<file path="src/wht_pkg.sv">
// shared types, mode and display codes and the digit split for the thermostat
// no dependencies
`default_nettype none

package wht_pkg;

    localparam logic [2:0] MODE_OFF       = 3'd0;
    localparam logic [2:0] MODE_OPERATION = 3'd1;
    localparam logic [2:0] MODE_NORMAL    = 3'd2;
    localparam logic [2:0] MODE_SET       = 3'd3;
    localparam logic [2:0] MODE_RESET     = 3'd4;

    localparam logic [1:0] DRIVE_OFF  = 2'd0;
    localparam logic [1:0] DRIVE_HEAT = 2'd1;
    localparam logic [1:0] DRIVE_COOL = 2'd2;

    localparam logic [1:0] SHOW_OFF    = 2'd0;
    localparam logic [1:0] SHOW_STEADY = 2'd1;
    localparam logic [1:0] SHOW_BLINK  = 2'd2;

    localparam logic [7:0] TARGET_RESET = 8'd60;
    localparam logic [5:0] BAND_RESET   = 6'd5;
    localparam logic [4:0] STEP_RESET   = 5'd5;
    localparam logic [7:0] UPPER_RESET  = 8'd70;
    localparam logic [7:0] LOWER_RESET  = 8'd40;
    localparam logic [7:0] TIMEOUT_RESET = 8'd25;

    localparam int IN_W  = 11;
    localparam int OUT_W = 26;

    // configuration register indexes
    localparam logic [2:0] REG_BAND    = 3'd0;
    localparam logic [2:0] REG_STEP    = 3'd1;
    localparam logic [2:0] REG_UPPER   = 3'd2;
    localparam logic [2:0] REG_LOWER   = 3'd3;
    localparam logic [2:0] REG_TIMEOUT = 3'd4;

    typedef struct packed {
        logic [5:0] band;
        logic [4:0] step;
        logic [7:0] upper;
        logic [7:0] lower;
        logic [7:0] timeout;
    } cfg_t;

    typedef struct packed {
        logic [2:0] mode;
        logic [2:0] prev_mode;
        logic [7:0] held_temp;
        logic [7:0] target;
        logic [7:0] idle_count;
        logic [1:0] drive;
        logic [1:0] led;
        logic [1:0] disp_mode;
        logic [3:0] disp_ones;
        logic [3:0] disp_tens;
    } ctl_state_t;

    typedef struct packed {
        logic [7:0] saved_target;
        logic       save_request;
        logic [3:0] digit_tens;
        logic [3:0] digit_ones;
        logic [1:0] display_mode;
        logic [1:0] led_mode;
        logic [1:0] drive;
        logic [2:0] mode_now;
    } result_t;

    // returns {tens, ones}; divide by ten as multiply by 205 and shift by 11
    function automatic logic [7:0] split_digits(input logic [7:0] v);
        logic [18:0] prod;
        logic [4:0]  q;
        logic [7:0]  rem;
        logic [4:0]  tens;
        prod = 19'(v) * 19'd205;
        q    = prod[15:11];
        rem  = v - 8'(8'(q) * 8'd10);
        if (q >= 5'd20)
            tens = q - 5'd20;
        else if (q >= 5'd10)
            tens = q - 5'd10;
        else
            tens = q;
        return {tens[3:0], rem[3:0]};
    endfunction

endpackage

`default_nettype wire

</file>
<file path="src/wht_step.sv">
// next-state and result logic for one thermostat tick
// depends on wht_pkg
`default_nettype none

module wht_step
    import wht_pkg::*;
(
    input  wire ctl_state_t cur,
    input  wire cfg_t       cfg,
    input  wire logic       set_pressed,
    input  wire logic       minus_pressed,
    input  wire logic       plus_pressed,
    input  wire logic [7:0] temperature,
    output ctl_state_t      nxt,
    output result_t         res
);

    logic signed [9:0] low_thr;
    logic [8:0]        high_thr;
    logic              plus_ok;
    logic              minus_ok;
    logic [8:0]        plus_sum;
    logic [7:0]        tgt_plus;
    logic [7:0]        tgt_final;
    logic [7:0]        idle_before;
    logic [7:0]        digits;
    logic              save;

    always_comb
    begin
        low_thr  = $signed({2'b00, cur.target}) - $signed({4'b0000, cfg.band});
        high_thr = {1'b0, cur.target} + {3'b000, cfg.band};

        plus_ok  = plus_pressed && (cur.target <= cfg.upper);
        plus_sum = {1'b0, cur.target} + {4'b0000, cfg.step};
        if (!plus_ok)
            tgt_plus = cur.target;
        else if (plus_sum[8])
            tgt_plus = 8'hff;
        else
            tgt_plus = plus_sum[7:0];

        // minus sees the target after the plus step
        minus_ok = minus_pressed && (tgt_plus >= cfg.lower);
        if (!minus_ok)
            tgt_final = tgt_plus;
        else if (tgt_plus >= {3'b000, cfg.step})
            tgt_final = tgt_plus - {3'b000, cfg.step};
        else
            tgt_final = 8'd0;

        idle_before = (plus_ok || minus_ok) ? 8'd0 : cur.idle_count;

        nxt  = cur;
        save = 1'b0;
        digits = 8'd0;

        case (cur.mode)
            MODE_OPERATION:
            begin
                nxt.held_temp = temperature;
                if ($signed({2'b00, temperature}) <= low_thr)
                begin
                    nxt.drive = DRIVE_HEAT;
                    nxt.led   = SHOW_BLINK;
                end
                else if ({1'b0, temperature} >= high_thr)
                begin
                    nxt.drive = DRIVE_COOL;
                    nxt.led   = SHOW_STEADY;
                end
                nxt.mode = (cur.prev_mode == MODE_SET) ? MODE_SET : MODE_NORMAL;
            end
            MODE_NORMAL:
            begin
                nxt.prev_mode = MODE_NORMAL;
                digits        = split_digits(cur.held_temp);
                nxt.disp_mode = SHOW_STEADY;
                nxt.disp_ones = digits[3:0];
                nxt.disp_tens = digits[7:4];
                if (minus_pressed || plus_pressed)
                    nxt.mode = MODE_SET;
                else if (set_pressed)
                    nxt.mode = MODE_RESET;
                else
                    nxt.mode = MODE_OPERATION;
            end
            MODE_SET:
            begin
                nxt.prev_mode = MODE_SET;
                // digits show the target before this tick's presses
                digits        = split_digits(cur.target);
                nxt.disp_mode = SHOW_BLINK;
                nxt.disp_ones = digits[3:0];
                nxt.disp_tens = digits[7:4];
                nxt.target    = tgt_final;
                nxt.mode      = set_pressed ? MODE_RESET : MODE_OPERATION;
                nxt.idle_count = (idle_before == 8'hff) ? idle_before
                                                        : idle_before + 8'd1;
                if (idle_before >= cfg.timeout)
                begin
                    nxt.idle_count = 8'd0;
                    save           = 1'b1;
                    nxt.mode       = MODE_NORMAL;
                end
            end
            MODE_RESET:
            begin
                nxt.drive      = DRIVE_OFF;
                nxt.led        = SHOW_OFF;
                nxt.disp_mode  = SHOW_OFF;
                nxt.disp_ones  = 4'd0;
                nxt.disp_tens  = 4'd0;
                save           = 1'b1;
                nxt.idle_count = 8'd0;
                nxt.mode       = MODE_OFF;
                nxt.prev_mode  = MODE_OFF;
            end
            default:
            begin
                nxt.mode = set_pressed ? MODE_OPERATION : MODE_OFF;
            end
        endcase

        res.mode_now     = nxt.mode;
        res.drive        = nxt.drive;
        res.led_mode     = nxt.led;
        res.display_mode = nxt.disp_mode;
        res.digit_ones   = (nxt.disp_mode == SHOW_OFF) ? 4'd0 : nxt.disp_ones;
        res.digit_tens   = (nxt.disp_mode == SHOW_OFF) ? 4'd0 : nxt.disp_tens;
        res.save_request = save;
        res.saved_target = save ? nxt.target : 8'd0;
    end

endmodule

`default_nettype wire

</file>
<file path="src/water_heater_thermostat_fsm_core.sv">
// thermostat top level: input register, step logic, result register, config port
// depends on wht_pkg and wht_step
// requests pass the input register, then the result register once the output is free
// throughput: one request per cycle unless m_tready stalls the output
// reset: rst_n clears the mode state, the valids and the config registers to
// their defaults (band 5, step 5, limits 70 and 40, timeout 25, target 60)
`default_nettype none

module water_heater_thermostat_fsm_core
    import wht_pkg::*;
(
    input  wire logic               clk,
    input  wire logic               rst_n,
    // slave side, tdata: set_pressed, minus_pressed, plus_pressed, temperature[7:0]
    input  wire logic               s_tvalid,
    output logic                    s_tready,
    input  wire logic [15:0]        s_tdata,
    // master side, tdata: mode_now[2:0], drive[1:0], led_mode[1:0], display_mode[1:0],
    // digit_ones[3:0], digit_tens[3:0], save_request, saved_target[7:0]
    output logic                    m_tvalid,
    input  wire logic               m_tready,
    output logic [31:0]             m_tdata,
    // configuration port
    input  wire logic               psel,
    input  wire logic               penable,
    input  wire logic               pwrite,
    input  wire logic [4:0]         paddr,
    input  wire logic [31:0]        pwdata,
    output logic [31:0]             prdata,
    output logic                    pready
);

    logic              in_valid_reg;
    logic [IN_W-1:0]   in_data_reg;
    logic              out_valid_reg;
    logic [OUT_W-1:0]  out_data_reg;
    ctl_state_t        state_reg;
    ctl_state_t        state_next;
    cfg_t              cfg_reg;
    result_t           res;
    logic              advance;
    logic              cfg_wr;
    logic [2:0]        reg_idx;

    assign advance  = in_valid_reg && (!out_valid_reg || m_tready);
    assign s_tready = !in_valid_reg || advance;
    assign m_tvalid = out_valid_reg;
    assign m_tdata  = {{(32 - OUT_W){1'b0}}, out_data_reg};
    assign pready   = 1'b1;
    assign reg_idx  = paddr[4:2];
    assign cfg_wr   = psel && penable && pwrite && pready;

    wht_step u_step (
        .cur           (state_reg),
        .cfg           (cfg_reg),
        .set_pressed   (in_data_reg[0]),
        .minus_pressed (in_data_reg[1]),
        .plus_pressed  (in_data_reg[2]),
        .temperature   (in_data_reg[10:3]),
        .nxt           (state_next),
        .res           (res)
    );

    always_ff @(posedge clk or negedge rst_n)
    begin
        if (!rst_n)
        begin
            in_valid_reg  <= 1'b0;
            out_valid_reg <= 1'b0;
            state_reg     <= '{mode: MODE_OFF, prev_mode: MODE_OFF, held_temp: 8'd0,
                               target: TARGET_RESET, idle_count: 8'd0,
                               drive: DRIVE_OFF, led: SHOW_OFF, disp_mode: SHOW_OFF,
                               disp_ones: 4'd0, disp_tens: 4'd0};
        end
        else
        begin
            if (s_tready)
                in_valid_reg <= s_tvalid;
            if (advance)
            begin
                out_valid_reg <= 1'b1;
                state_reg     <= state_next;
            end
            else if (m_tready)
                out_valid_reg <= 1'b0;
        end
    end

    // payload registers
    always_ff @(posedge clk)
    begin
        if (s_tready && s_tvalid)
            in_data_reg <= s_tdata[IN_W-1:0];
        if (advance)
            out_data_reg <= res;
    end

    always_ff @(posedge clk or negedge rst_n)
    begin
        if (!rst_n)
        begin
            cfg_reg <= '{band: BAND_RESET, step: STEP_RESET, upper: UPPER_RESET,
                         lower: LOWER_RESET, timeout: TIMEOUT_RESET};
        end
        else if (cfg_wr)
        begin
            case (reg_idx)
                REG_BAND:    cfg_reg.band    <= pwdata[5:0];
                REG_STEP:    cfg_reg.step    <= pwdata[4:0];
                REG_UPPER:   cfg_reg.upper   <= pwdata[7:0];
                REG_LOWER:   cfg_reg.lower   <= pwdata[7:0];
                REG_TIMEOUT: cfg_reg.timeout <= pwdata[7:0];
                default:     ;
            endcase
        end
    end

    always_comb
    begin
        case (reg_idx)
            REG_BAND:    prdata = {26'd0, cfg_reg.band};
            REG_STEP:    prdata = {27'd0, cfg_reg.step};
            REG_UPPER:   prdata = {24'd0, cfg_reg.upper};
            REG_LOWER:   prdata = {24'd0, cfg_reg.lower};
            REG_TIMEOUT: prdata = {24'd0, cfg_reg.timeout};
            default:     prdata = 32'd0;
        endcase
    end

endmodule

`default_nettype wire

</file>
<file path="config.mk">
export PLATFORM = sky130hd
export DESIGN_NAME = water_heater_thermostat_fsm_core
export DESIGN_NICKNAME = d
export VERILOG_FILES = /design/src/wht_pkg.sv /design/src/wht_step.sv /design/src/water_heater_thermostat_fsm_core.sv
export SDC_FILE = /design/constraint.sdc
export NUM_CORES = 1
export LEC_CHECK = 0
export BUFFER_PORTS_ARGS = -buffer_cell sky130_fd_sc_hd__buf_2
export CORE_MARGIN = 2
export CORE_UTILIZATION = 25
export DETAILED_ROUTE_END_ITERATION = 8
export GPL_ROUTABILITY_DRIVEN = 0
export PLACE_DENSITY = 0.51
export SLEW_MARGIN = 20
export SYNTH_ARGS = -nofsm -noshare
export SYNTH_HDL_FRONTEND = slang
export SYNTH_SLANG_ARGS = --single-unit
export TNS_END_PERCENT = 20
</file>
<file path="constraint.sdc">
create_clock -name clk -period 16.6 [get_ports clk]
set_input_delay 3.32 -clock clk [delete_from_list [all_inputs] [get_ports clk]]
set_output_delay 3.32 -clock clk [all_outputs]
set_load 0.02 [all_outputs]
</file>
Word level (Yosys, flattened, before mapping)
Index checks and enable logic that the tools add are counted.
{"block": "classes", "reduce_logical": 25, "eq_ne": 10, "n_mux": 29, "n_addsub": 11, "n_lt_le_gt_ge": 10, "mul": 4}
{"operator": "$mux 8", "n": 8}
{"operator": "$pmux 8 s5", "n": 1}
{"operator": "$mul 8x8->16 const B", "n": 2}
{"operator": "$pmux 10 s3", "n": 1}
{"operator": "$mux 4", "n": 6}
{"operator": "$ge 8x8->1", "n": 2}
{"operator": "$pmux 8 s2", "n": 1}
{"operator": "$reduce_and 2->1", "n": 8}
{"operator": "$eq 3x2->1 const B", "n": 5}
{"operator": "$pmux 3 s4", "n": 1}
{"operator": "$ge 5x4->1 const B", "n": 2}
{"operator": "$ge 5x5->1 const B", "n": 2}
{"operator": "$le 9x10->1", "n": 1}
{"operator": "$mul 5x3->3 const B", "n": 2}
{"operator": "$add 8x5->9", "n": 1}
{"operator": "$add 8x6->9", "n": 1}
{"operator": "$ge 8x9->1", "n": 1}
{"operator": "$mux 3", "n": 3}
{"operator": "$pmux 3 s3", "n": 1}
{"operator": "$sub 8x6->9", "n": 1}
{"operator": "$add 8x1->8 const B", "n": 1}
{"operator": "$eq 8x8->1 const B", "n": 1}
{"operator": "$ge 8x5->1", "n": 1}
{"operator": "$le 8x8->1", "n": 1}
{"operator": "other kinds (16)", "n": 35}
{"block": "totals", "ff_bits": 118, "wordCells": 110, "out_inout_bits": 67, "inputBits": 60}

Longest topological paths before layout
{"block": "logic_depth", "word_depth": 11, "depth_mapped": 26}

By module
From an unflattened synthesis, not the netlist that was laid out.
{"block": "hier_totals", "hier_cells": 1142, "hier_area_um2": 11157.0}
{"module": "wht_step", "cells_per_inst": 849, "seq_area_each_um2": 0.0, "instances": 1, "area_each_um2": 6333.6}
{"module": "water_heater_thermostat_fsm_core", "cells_per_inst": 293, "seq_area_each_um2": 3158.0, "instances": 1, "area_each_um2": 4823.4}

Worst setup path before layout
Ideal clock, no wire load.
{"block": "synth_path", "kind": "input port to output port", "from": "in paddr[2]", "to": "out prdata[1]", "required_ns": 13.280, "path_stages": 4, "n_path_buf": 1, "arrival_ns": 4.514, "path_slack_ns": 8.766, "cell_sequence": "buf_1 > nor2b_1 > a22oi_1 > o22ai_1"}
{"block": "synth_between", "elab_chain_cells": 2}
{"item": "from (decl)", "line_no": "water_heater_thermostat_fsm_core.sv:27", "text": "input wire logic [4:0] paddr,"}
{"item": "$eq 3x3->1, or another cell as far along", "line_no": "water_heater_thermostat_fsm_core.sv:120", "text": "case (reg_idx)"}
{"item": "$pmux 8 s5 (*)", "line_no": "water_heater_thermostat_fsm_core.sv:120"}
{"item": "to (decl)", "line_no": "water_heater_thermostat_fsm_core.sv:29", "text": "output logic [31:0] prdata,"}
Mark *: on every way between the ends. The rest lies on a longest branch, timed or not.

Final worst setup path
Ends and elaborated chain as after synthesis.

==> results.py <==
metrics = {
    "synthesis": {
        "synth_cell_types": 70,
        "synth_cells": 1118,
        "asyncSetResetFlopFracSynth": 0.684,
        "post_synth_edffs": 37,
        "netlist_top_cells_area": "sky130_fd_sc_hd__ha_1, sky130_fd_sc_hd__dfrtp_1, sky130_fd_sc_hd__edfxtp_1, sky130_fd_sc_hd__fa_1, sky130_fd_sc_hd__inv_1",
        "synth_common_cells": "sky130_fd_sc_hd__ha_1, sky130_fd_sc_hd__inv_1, sky130_fd_sc_hd__nand2_1",
        "post-synth-top-count-cell": "sky130_fd_sc_hd__ha_1",
        "yosys.area.top_type_share": 0.191,
        "synthDominantAreaCellType": "sky130_fd_sc_hd__ha_1",
        "yosys_most_used_dff": "sky130_fd_sc_hd__dfrtp_1",
        "syn_avg_cell_area_um2": 9.20,
        "synth_sequential_area_ratio": 0.305,
        "synth_warnings": 0,
        "post_synthesis_cell_area_um2": 10300,
        "ys_ff_latch": 117,
    },
    "worst_setup_path": {
        "crit_required_ns": 13.28,
        "worst-r2r-cell-count": 25,
        "source_of_the_worst_register_to_register_timing_path": "state_reg[27]",
        "timing.setup.critical_path_class": "input pin to output port",
        "start_kind": "input pin",
        "worstPathMaxFanout": 15,
        "crit_end_category": "output port",
        "timing.rr.end": "state_reg[21]",
        "critPathArrivalTime_ns": 4.61,
        "r2r_setup_slack_ns": 9.79,
    },
    "routing": {
        "route.detailed.drc": 0,
        "routed_via_density": 4.54,
        "route.detailed.wl_per_inst_um": 14.8,
        "vias": 7848,
        "drtPass1Iterations": 5,
        "routed_wl_mm": 25.5,
        "antenna_violating_nets_post_route": 0,
        "dr.first_iter.drc_count": 422,
    },
    "clock_network": {
        "clk_pin_slew_worst_paths_ns": 0.06,
        "numCtsBuffers": 17,
        "cts.sinks": 117,
        "insertion_delay_ns": 0.43,
        "holdBufCountCts": 0,
        "post_cts_resized": 0,
        "clockRootBuffer": "sky130_fd_sc_hd__clkbuf_16",
        "htree_num_levels": 4,
        "setup_buffers_after_cts": 0,
        "cts_tree": "built",
        "max-clock-path-buffers": 2,
    },
    "run_status": {
        "run_status": "complete, no violations",
    },
    "timing": {
        "setup-violations-final": 0,
        "final_hold_viol_count": 0,
        "timing.final.crit_period_ns": 7.93,
        "drv_slew": 0,
        "worst_slew_slack_as_a_fraction_of_its_limit": 0.469,
        "rsz0062_at_grt": "false",
        "final.setup_skew_ns": 0.0130,
        "period_share": 0.478,
        "setup_total_negative_slack_ns": 0,
        "max_clock_freq_mhz": 126,
        "worst-slew-pin-transition_ns": 0.793,
    },
    "final_layout": {
        "largest_reg_flops": 43,
        "layout-drive-gt1-share": 0.131,
        "diodes": 0,
        "final_core_util": 0.289,
        "synthToLayoutAreaGrowth_pct": 14.5,
        "final_nets": 1430,
    },
    "global_route": {
        "grt.overflow.total": 0,
        "grt_first_pass_wirelength_mm": 42.3,
        "first_global_vias": 7998,
        "grt_usage": 0.127,
        "grt_antenna_before_repair": 0,
        "largest_net_degree_at_the_start_of_global_routing": 45,
    },
    "floorplan": {
        "row_count": 74,
        "core-area_um2": 40700,
        "dieHeight_um": 207,
        "die_area_um2": 42800,
        "initial_core_util": 0.253,
        "floorplan.die.width_um": 207,
        "pin_count": 127,
    },
    "worst_hold_path": {
        "min-delay-start": "state_reg[0]",
        "hold_path.class": "flop to flop",
        "hold-path-cell-count": 2,
        "holdPathEnd": "state_reg[0]",
    },
    "place": {
        "detailedPlacementHpwl_mm": 20.4,
        "io_buffer_count": 64,
    },
    "run": {
        "maxCapViolations": 0,
    },
}
-- critical path, cell delays in order --
cell                      delay, ns
sky130_fd_sc_hd__buf_2         0.30
sky130_fd_sc_hd__nor2b_1       0.39
sky130_fd_sc_hd__a22oi_1       0.17
sky130_fd_sc_hd__o22ai_1       0.22
sky130_fd_sc_hd__buf_2         0.20
-- layout make-up --
class                      instances  area (um2)
multi-input combinational        833        6410
clock inverter                    15         215
fill                            4383       29000
inverter                         143         537
timing repair buffer              73         390
clock buffer                      17         425
tap                              532         666
sequential                       117        3130
-- cells in the final DEF, fill, tap and decap left out, types with 14 or more instances in the layout --
| master | Yosys | layout |
|---|---|---|
| sky130_fd_sc_hd__nor2_1 | 71 | 71 |
| sky130_fd_sc_hd__nand3_1 | 14 | 14 |
| sky130_fd_sc_hd__o21ai_0 | 73 | 73 |
| sky130_fd_sc_hd__dfrtp_1 | 64 | 64 |
| sky130_fd_sc_hd__mux2_2 | 27 | 27 |
| sky130_fd_sc_hd__a21oi_1 | 58 | 58 |
| sky130_fd_sc_hd__nand2b_1 | 20 | 20 |
| sky130_fd_sc_hd__clkbuf_16 | 0 | 17 |
| sky130_fd_sc_hd__edfxtp_1 | 37 | 37 |
| sky130_fd_sc_hd__buf_2 | 1 | 63 |
| sky130_fd_sc_hd__xnor2_1 | 27 | 27 |
| sky130_fd_sc_hd__nor2b_1 | 15 | 15 |
| sky130_fd_sc_hd__conb_1 | 2 | 31 |
| sky130_fd_sc_hd__fa_1 | 28 | 28 |
| sky130_fd_sc_hd__dfstp_2 | 16 | 16 |
| sky130_fd_sc_hd__a21o_1 | 19 | 19 |
| sky130_fd_sc_hd__and3_1 | 16 | 16 |
| sky130_fd_sc_hd__ha_1 | 157 | 157 |
| sky130_fd_sc_hd__mux2i_1 | 24 | 24 |
| sky130_fd_sc_hd__a211oi_1 | 14 | 14 |
| sky130_fd_sc_hd__inv_1 | 143 | 143 |
| sky130_fd_sc_hd__nand2_1 | 101 | 101 |
-- how the worst max path moves through the flow --
stage / from / endpoint / cells past startpoint
floorplan: paddr[2] / prdata[1] / 4
global placement: paddr[2] / prdata[1] / 5
detailed placement: paddr[2] / prdata[1] / 5
CTS: paddr[2] / prdata[1] / 5
global route: paddr[2] / prdata[1] / 5
finish: paddr[2] / prdata[1] / 5
-- logic make-up (layout without fill, tap and decap cells) --
group	count (synthesis)	in the layout	share of synthesized area
AOI/OAI and AO/OA	243	243	0.150
xor gates and xnor gates	37	37	0.0315
adders and majority gates	185	185	0.245
buffers and inverters	197	248	0.0833
DFF	117	117	0.305
muxes	52	52	0.0540
other	2	31	0.000730
and+or+nand+nor	285	285	0.131
-- metrics by stage --
| stage | setup WS, ns | hold WS, ns | cell area [um2] | instances |
|---|---|---|---|---|
| final | 8.67 | 0.481 | 11800 | 1730 |
| after detailed placement | 8.68 | 0.465 | 11100 | 1698 |
| after global routing | 8.57 | 0.503 | 11800 | 1730 |
| after floorplan | 8.77 | 0.447 | 10400 | 1147 |
| after global placement | 8.70 | 0.464 | 11100 | 1698 |
| after CTS | 8.67 | 0.480 | 11800 | 1730 |
-- routing by layer --
layer / global-route usage / up-vias / share of wire
li1: - / 3948 / -
met1: 0.167 / 3726 / 0.47
met2: 0.213 / 141 / 0.48
met3: 0.0201 / 33 / 0.032
met4: 0.0365 / 0 / 0.019
met5: 0 / - / 0
Power is not shown: default switching activity piles up to over one toggle a cycle in this logic, so the estimate is an artifact.
